[src/rtl/pbb_pkg.sv]
// Shared types and constants for the particle box bounce block.
package pbb_pkg;

  localparam int unsigned VAL_W = 32;
  localparam int unsigned DIST_W = VAL_W + 1;
  localparam int unsigned DAMP_W = 17;
  localparam int unsigned PROD_W = VAL_W + DAMP_W;

  // 0.8 as unsigned Q0.16, with a zero sign bit
  localparam logic [DAMP_W-1:0] DAMP_Q16 = 17'd52429;
  localparam logic [PROD_W-1:0] DAMP_RND = 49'd32768;

  localparam logic signed [VAL_W-1:0] VAL_MAX = 32'sh7fff_ffff;

  typedef enum logic [1:0] {
    REG_RECT_LEFT   = 2'd0,
    REG_RECT_TOP    = 2'd1,
    REG_RECT_RIGHT  = 2'd2,
    REG_RECT_BOTTOM = 2'd3
  } pbb_reg_idx_t;

  typedef struct packed {
    logic signed [VAL_W-1:0] left;
    logic signed [VAL_W-1:0] top;
    logic signed [VAL_W-1:0] right;
    logic signed [VAL_W-1:0] bottom;
  } pbb_rect_t;

  typedef struct packed {
    logic signed [VAL_W-1:0] pos_x;
    logic signed [VAL_W-1:0] pos_y;
    logic signed [VAL_W-1:0] vel_x;
    logic signed [VAL_W-1:0] vel_y;
  } pbb_in_t;

  typedef struct packed {
    logic signed [VAL_W-1:0] new_pos_x;
    logic signed [VAL_W-1:0] new_pos_y;
    logic signed [VAL_W-1:0] new_vel_x;
    logic signed [VAL_W-1:0] new_vel_y;
    logic                    hit;
  } pbb_res_t;

endpackage

[src/rtl/particle_box_bounce_top.sv]
// Particle box bounce: top level with input register, response logic and result register.
//
// One particle word is taken every cycle while out_ready is high. A word passes through
// two registers, the input register and then the result register; the response logic
// (edge compares, nearest-edge choice and the 0.8 damping multiply) sits between
// them. in_ready follows out_ready combinationally, so the block keeps full
// throughput while the result side takes every word. Rectangle registers are
// written through the cfg_ port and must only be changed while no word is in
// flight. Particles strictly inside the rectangle are clamped to the nearest
// edge with damped outward velocity and hit set; others pass unchanged.
module particle_box_bounce_top
  import pbb_pkg::*;
(
  input  logic                    clk,
  input  logic                    rst_n,

  input  logic                    cfg_we,
  input  logic [1:0]              cfg_index,
  input  logic [VAL_W-1:0]        cfg_wdata,

  input  logic                    in_valid,
  output logic                    in_ready,
  input  logic signed [VAL_W-1:0] in_pos_x,
  input  logic signed [VAL_W-1:0] in_pos_y,
  input  logic signed [VAL_W-1:0] in_vel_x,
  input  logic signed [VAL_W-1:0] in_vel_y,

  output logic                    out_valid,
  input  logic                    out_ready,
  output logic signed [VAL_W-1:0] out_new_pos_x,
  output logic signed [VAL_W-1:0] out_new_pos_y,
  output logic signed [VAL_W-1:0] out_new_vel_x,
  output logic signed [VAL_W-1:0] out_new_vel_y,
  output logic                    out_hit
);

  pbb_rect_t rect_r;
  pbb_in_t   s1_r;
  logic      s1_vld_r;
  pbb_res_t  res_nxt;
  pbb_res_t  res_r;
  logic      res_vld_r;
  logic      res_adv;
  logic      s1_adv;

  always_ff @(posedge clk) begin
    if (!rst_n) begin
      rect_r <= '0;
    end else if (cfg_we) begin
      case (pbb_reg_idx_t'(cfg_index))
        REG_RECT_LEFT:   rect_r.left   <= cfg_wdata;
        REG_RECT_TOP:    rect_r.top    <= cfg_wdata;
        REG_RECT_RIGHT:  rect_r.right  <= cfg_wdata;
        REG_RECT_BOTTOM: rect_r.bottom <= cfg_wdata;
        default: ;
      endcase
    end
  end

  assign res_adv  = !res_vld_r || out_ready;
  assign s1_adv   = s1_vld_r && res_adv;
  assign in_ready = !s1_vld_r || res_adv;

  always_ff @(posedge clk) begin
    if (!rst_n) begin
      s1_vld_r <= 1'b0;
    end else if (in_ready) begin
      s1_vld_r <= in_valid;
    end
  end

  always_ff @(posedge clk) begin
    if (in_ready && in_valid) begin
      s1_r.pos_x <= in_pos_x;
      s1_r.pos_y <= in_pos_y;
      s1_r.vel_x <= in_vel_x;
      s1_r.vel_y <= in_vel_y;
    end
  end

  pbb_resp u_resp (
    .rect (rect_r),
    .item (s1_r),
    .res  (res_nxt)
  );

  always_ff @(posedge clk) begin
    if (!rst_n) begin
      res_vld_r <= 1'b0;
    end else if (res_adv) begin
      res_vld_r <= s1_vld_r;
    end
  end

  always_ff @(posedge clk) begin
    if (s1_adv) begin
      res_r <= res_nxt;
    end
  end

  assign out_valid     = res_vld_r;
  assign out_new_pos_x = res_r.new_pos_x;
  assign out_new_pos_y = res_r.new_pos_y;
  assign out_new_vel_x = res_r.new_vel_x;
  assign out_new_vel_y = res_r.new_vel_y;
  assign out_hit       = res_r.hit;

  a_empty_ready: assert property (@(posedge clk) disable iff (!rst_n)
    !s1_vld_r |-> in_ready)
    else $error("input stage empty but not ready");

  a_s1_to_res: assert property (@(posedge clk) disable iff (!rst_n)
    s1_adv |=> res_vld_r)
    else $error("word lost moving into result register");

  a_s1_hold: assert property (@(posedge clk) disable iff (!rst_n)
    (s1_vld_r && !res_adv) |=> (s1_vld_r && $stable(s1_r)))
    else $error("stalled input stage changed");

  a_drain: assert property (@(posedge clk) disable iff (!rst_n)
    (res_vld_r && out_ready && !s1_vld_r) |=> !res_vld_r)
    else $error("result repeated after delivery");

endmodule

[src/rtl/pbb_resp.sv]
// Collision test, nearest-edge choice, clamp and damping for one word.
module pbb_resp
  import pbb_pkg::*;
(
  input  pbb_rect_t rect,
  input  pbb_in_t   item,
  output pbb_res_t  res
);

  logic signed [DIST_W-1:0] dl, dr, dt, db;
  logic                     in_box;
  logic                     pick_l, pick_r, pick_t;
  logic signed [VAL_W-1:0]  vx_f, vy_f;

  function automatic logic signed [VAL_W-1:0] force_pos(input logic signed [VAL_W-1:0] v);
    logic signed [VAL_W-1:0] r;
    if (v == {1'b1, {(VAL_W-1){1'b0}}}) begin
      r = VAL_MAX;
    end else if (v < 0) begin
      r = -v;
    end else begin
      r = v;
    end
    return r;
  endfunction

  function automatic logic signed [VAL_W-1:0] force_neg(input logic signed [VAL_W-1:0] v);
    return (v > 0) ? -v : v;
  endfunction

  function automatic logic signed [VAL_W-1:0] damp(input logic signed [VAL_W-1:0] v);
    logic signed [PROD_W-1:0] p;
    p = PROD_W'(v) * $signed({{(PROD_W-DAMP_W){1'b0}}, DAMP_Q16});
    p = p + $signed(DAMP_RND);
    return p[VAL_W+15:16];
  endfunction

  always_comb begin
    dl = DIST_W'(item.pos_x) - DIST_W'(rect.left);
    dr = DIST_W'(rect.right) - DIST_W'(item.pos_x);
    dt = DIST_W'(item.pos_y) - DIST_W'(rect.top);
    db = DIST_W'(rect.bottom) - DIST_W'(item.pos_y);

    in_box = (item.pos_x > rect.left) && (item.pos_x < rect.right) &&
             (item.pos_y > rect.top)  && (item.pos_y < rect.bottom);

    pick_l = (dl < dr) && (dl < dt) && (dl < db);
    pick_r = !pick_l && (dr < dl) && (dr < dt) && (dr < db);
    pick_t = !pick_l && !pick_r && (dt < dl) && (dt < dr) && (dt < db);

    res.new_pos_x = item.pos_x;
    res.new_pos_y = item.pos_y;
    vx_f          = item.vel_x;
    vy_f          = item.vel_y;
    if (pick_l) begin
      vx_f          = force_neg(item.vel_x);
      res.new_pos_x = rect.left;
    end else if (pick_r) begin
      vx_f          = force_pos(item.vel_x);
      res.new_pos_x = rect.right;
    end else if (pick_t) begin
      vy_f          = force_neg(item.vel_y);
      res.new_pos_y = rect.top;
    end else begin
      vy_f          = force_pos(item.vel_y);
      res.new_pos_y = rect.bottom;
    end

    if (in_box) begin
      res.new_vel_x = damp(vx_f);
      res.new_vel_y = damp(vy_f);
      res.hit       = 1'b1;
    end else begin
      res.new_pos_x = item.pos_x;
      res.new_pos_y = item.pos_y;
      res.new_vel_x = item.vel_x;
      res.new_vel_y = item.vel_y;
      res.hit       = 1'b0;
    end
  end

endmodule
[config.mk]
export PLATFORM = sky130hd
export DESIGN_NAME = particle_box_bounce_top
export DESIGN_NICKNAME = d
export VERILOG_FILES = /design/src/rtl/pbb_pkg.sv /design/src/rtl/particle_box_bounce_top.sv /design/src/rtl/pbb_resp.sv
export SDC_FILE = /design/constraint.sdc
export NUM_CORES = 2
export LEC_CHECK = 0
export BUFFER_PORTS_ARGS = -buffer_cell sky130_fd_sc_hd__buf_2
export CORE_UTILIZATION = 45
export CTS_CLUSTER_DIAMETER = 150
export CTS_CLUSTER_SIZE = 30
export DETAILED_ROUTE_END_ITERATION = 8
export SLEW_MARGIN = 15
export SYNTH_ARGS = -nofsm -noshare
export SYNTH_HDL_FRONTEND = slang
export SYNTH_SLANG_ARGS = --single-unit
[constraint.sdc]
create_clock -name clk -period 27.4 [get_ports clk]
set_input_delay 0 -clock clk [delete_from_list [all_inputs] [get_ports clk]]
set_output_delay 0 -clock clk [all_outputs]
set_load 0.01 [all_outputs]
Word-level counts from Yosys, hierarchy flattened
Index checks and enable logic that the tools add are counted.
W data, S select, Z words.
- bits in registers: 387
- input port bits: 167
- output and inout port bits: 131
- word-level logic and storage cells: 90
- reductions and logical operators: 25
- add/sub/neg operators: 8
- eq/ne operators: 5
- order comparisons: 17
- multipliers: 2
- multiplexer cells: 18
- operators with widths (cell ; count):
    $mux W32 ; 16
    $lt A33 B33 Y1 ; 9
    $sub A32 B32 Y33 ; 4
    $add A48 B17 Y48 const B ; 2
    $mul A32 B17 Y48 const B ; 2
    $mux W65 ; 1
    $eq A32 B32 Y1 const B ; 2
    $gt A32 B1 Y1 const B ; 2
    $gt A32 B32 Y1 ; 2
    $lt A32 B1 Y1 const B ; 2
    $lt A32 B32 Y1 ; 2
    $mux W64 ; 1
    $neg A32 Y32 ; 2
    $logic_and A1 B1 Y1 ; 14
    $reduce_and A2 Y1 ; 4
    $eq A2 B2 Y1 const B ; 2
    $logic_not A1 Y1 ; 4
    $eq A2 B1 Y1 const B ; 1
    $logic_not A2 Y1 ; 1
    $logic_or A1 B1 Y1 ; 2

Logic depth before layout (Yosys ltp)
- word-level depth: 19
- gate-level depth with buffers: 71

By module
A second synthesis with hierarchy kept.
- cells, all modules: 5416
- area total of the unflattened synthesis: 48546.6 um2
- by module, submodules not included (module ; cells each ; instances ; area each (um2)):
    pbb_resp ; 4697 ; 1 ; 35952.0
    particle_box_bounce_top ; 719 ; 1 ; 12594.6

Worst setup path before layout
OpenSTA, ideal clock, no wires.
- path kind: flip-flop to flip-flop
- start point: register s1_r[68] in the netlist's numbering
- end point: register res_r (netlist bit out_new_vel_y[26]), data pin
- path slack: 13.852 ns
- cell stages (with the launch flop): 66
- setup time: 0.267 ns
- required time: 27.133 ns
- arrival: 13.282 ns
- buffers on the path: 2
- clock period less this slack: 13.548 ns
- cell sequence: edfxtp_1 -> ha_1 -> a21o_1 -> a21o_1 -> a2111oi_2 -> o41ai_2 -> a21oi_1 -> o21ai_0 -> a21o_1 -> a21o_1 -> a21o_1 -> a21o_1 -> a21oi_1 -> o311ai_0 -> a31oi_1 -> nor2b_1 -> o21a_1 -> or2_2 -> [... 30 more ...] -> a21o_1 -> a21oi_1 -> o21bai_1 -> a21o_1 -> a211o_1 -> o21bai_1 -> a31oi_1 -> o21ai_0 -> a21oi_1 -> or4_1 -> o2bb2ai_1 -> a31oi_1 -> nand2_1 -> a21o_1 -> a21o_1 -> a41oi_1 -> xor2_1 -> o21ai_0
- RTL lines (what ; line ; text):
    start, declared ; particle_box_bounce_top.sv:38 ; pbb_in_t s1_r;
    end signal, assigned ; particle_box_bounce_top.sv:97 ; res_r <= res_nxt;
    end, declared ; particle_box_bounce_top.sv:41 ; pbb_res_t res_r;

==> flow_summary.ini <==
[critical_path]
arrival_ns = 17.16
required_ns = 27.87
crit_fanout = 43
max_stage_delay_ns = 0.84
worst_setup_path_end_kind = flop
start_kind = flop
r2r_slack_ns = 10.71
timing.rr.end = out_new_vel_y[31]$_DFFE_PP_
r2r-start = s1_r[96]$_DFFE_PP_
ff2ff_path_depth = 65
worst-setup-path-type = reg -> reg
crit_slowest_cell = a221oi_1
cp-endpoint = out_new_vel_y[31]$_DFFE_PP_
crit_start = s1_r[96]$_DFFE_PP_

[yosys]
yosysWarningCount = 0
synth_cells = 5459
async_flop_share_pct = 0
ys.flop_type = edfxtp_1
synth_area_leaders = ha_1, edfxtp_1, fa_1
yosys.area.top_type_share_pct = 17.73
seq_area_frac_synth_pct = 21.44
synth.largest_area_cell = ha_1
ys_types = 116
synth_area_per_cell_um2 = 8.817
synth-seq-cells = 387
syn_area_mm2 = 0.04813
syn_nets = 6687
synth-edff-count = 257

[floorplanning]
pin_count = 298
fp.dieW_um = 329.0
die_h_um = 329.0
num_rows = 119
dieArea_mm2 = 0.1083
start_util_pct = 45.53
core-area_mm2 = 0.1057

[timing]
setup_viol = 0
finalCritPeriodShare_pct = 60.92
finClkSkew_ns = 0.04707
max_slew_margin_pct = 21.80
hold_viol_final = 0
tns_ns = 0
finalMaxSlewViolations = 0
rsz0062_at_grt = no
worstMarginPinSlew_ns = 1.168
fin_crit_ns = 16.69
max_freq_ghz = 0.05991

[grt]
grt_pass1_vias = 39610
grt_util_all_layers_pct = 27.91
grt_pass1_wl_um = 232200
antenna_found_initial = 8
grt_max_degree = 151
overflow = 0

[place]
gp_congestion = 0.9519
dp_hpwl_um = 123300
portBuffers = 297

[layout]
final_common_cell = inv_1
final_nets = 7022
mostFrequentLayoutCells = inv_1, ha_1, nand2_1
drive_gt1_share_pct = 7.784
area_delta_synth_final_pct = 10.71

[route]
vias_per_cell = 5.570
drc = 24
wl_um = 151500
routed-wl-met3_um = 8492
ant_nets = 0
drt_iter0_drc = 2794
dr_wl_met2_um = 72330
num_vias = 40100
wl_met1_um = 65490
top_layer = met5
drt-wirelength-per-cell_um = 21.04
dr.pass1.iters = 8

[min_path]
hold_class = in -> reg

[cts]
clock-sinks = 387
cts_tree = built
clkTransAtPathRegs_ns = 0.13
clock_latency_ns = 0.63
cts.path.max_buffers = 3
cts_hold_buf = 165
cts-resized-gates = 0
htreeDepth = 1
numCtsBuffers = 20
root_buffer = clkbuf_16
cts_setup_buffers = 0

[run_status]
failed_checks = design-rule violations
outcome = finished, violations left

[run]
cap_violations = 0
[Yosys cell counts, types with 14 or more instances]
master	n
ha_1	682
a211oi_1	29
xnor2_1	136
nor4_1	25
dfxtp_1	130
nor2_1	240
o21ai_0	318
nand4_1	65
a21oi_1	315
clkbuf_1	143
o31ai_1	27
nor3_1	75
a21boi_0	136
a31oi_1	27
or2_2	20
o21bai_1	27
nor2b_1	57
edfxtp_1	257
inv_1	871
o211ai_1	24
o21a_1	49
nand2_1	554
or3_1	32
nand2b_1	47
a21o_1	158
xor2_1	107
a22oi_1	40
or4_1	14
o22ai_1	36
and3_1	24
and2_1	24
nand3_1	73
fa_1	379
o2bb2ai_1	34
[cells by family after synthesis]
group	count (synthesis)	share of synthesized area (%)
simple gates	1326	13.23
buf+inv	1051	8.311
flops	387	21.44
fa+ha+maj	1068	33.65
xor+xnor	245	4.526
mux	19	0.4341
compound gates	1363	18.40
[stage by stage]
step | worst slack [ns] | cells | utilization, % | hold WS (ns) | area, um2
CTS | 10.81 | 7198 | 50.40 | 0.01170 | 53280
global route | 9.674 | 7199 | 50.40 | 0.04147 | 53280
floorplan | 13.85 | 5459 | - | 0.09887 | 48130
detailed placement | 10.89 | 6998 | 48.18 | 0.1781 | 50940
finish | 10.71 | 7200 | 50.40 | 0.03706 | 53280
global placement | 11.26 | 6998 | 48.18 | 0.1770 | 50940
[state kept, by name (all words and copies together), names as in the netlist]
register       count
rect_r           128
s1_vld_r           1
out_new_vel_y     32
out_new_pos_x     32
out_new_vel_x     32
out_hit            1
out_valid          1
out_new_pos_y     32
s1_r             128
[final cells by class]
cell class	count	area (um2)
fill	10080	52430
antenna	2	5.005
sequential	387	10320
clock inverter	9	147.6
inverter	876	3288
multi-input combinational	4021	33880
timing repair buffer	488	3361
tap	1391	1740
clock buffer	26	544.3
[metal layers]
metal / global-route usage (%) / vias up
met5: 0 / -
met4: 8.959 / 8
met3: 3.047 / 195
met2: 47.42 / 1115
met1: 37.03 / 19370
li1: - / 19420
[critical path: cells and delay by family (launching register included)]
family                   cells  cell delay [ns]
AO/OA/AOI/OAI               35             8.00
adder cells (fa/ha/maj)     10             3.79
AND/OR/NAND/NOR             11             3.19
XOR/XNOR                     3             0.73
flip-flops                   1             0.43
buffers and inverters        6             0.35
[worst min path at each step]
| stage | from | end | slack, ns | cells after the start |
|---|---|---|---|---|
| CTS | cfg_we | rect_r[0]$_SDFFE_PN0P_ | 0.01 | 5 |
| detailed placement | in_pos_y[16] | s1_r[80]$_DFFE_PP_ | 0.18 | 1 |
| finish | cfg_we | rect_r[0]$_SDFFE_PN0P_ | 0.04 | 5 |
| floorplan | in_vel_y[0] | s1_r[0]$_DFFE_PP_ | 0.1 | 0 |
| global route | in_vel_y[12] | s1_r[12]$_DFFE_PP_ | 0.04 | 2 |
| global placement | in_vel_x[22] | s1_r[54]$_DFFE_PP_ | 0.18 | 1 |
Power is left out: the tool's default activity adds up to more than one toggle a clock period on the data nets, which glitch-free logic cannot reach.
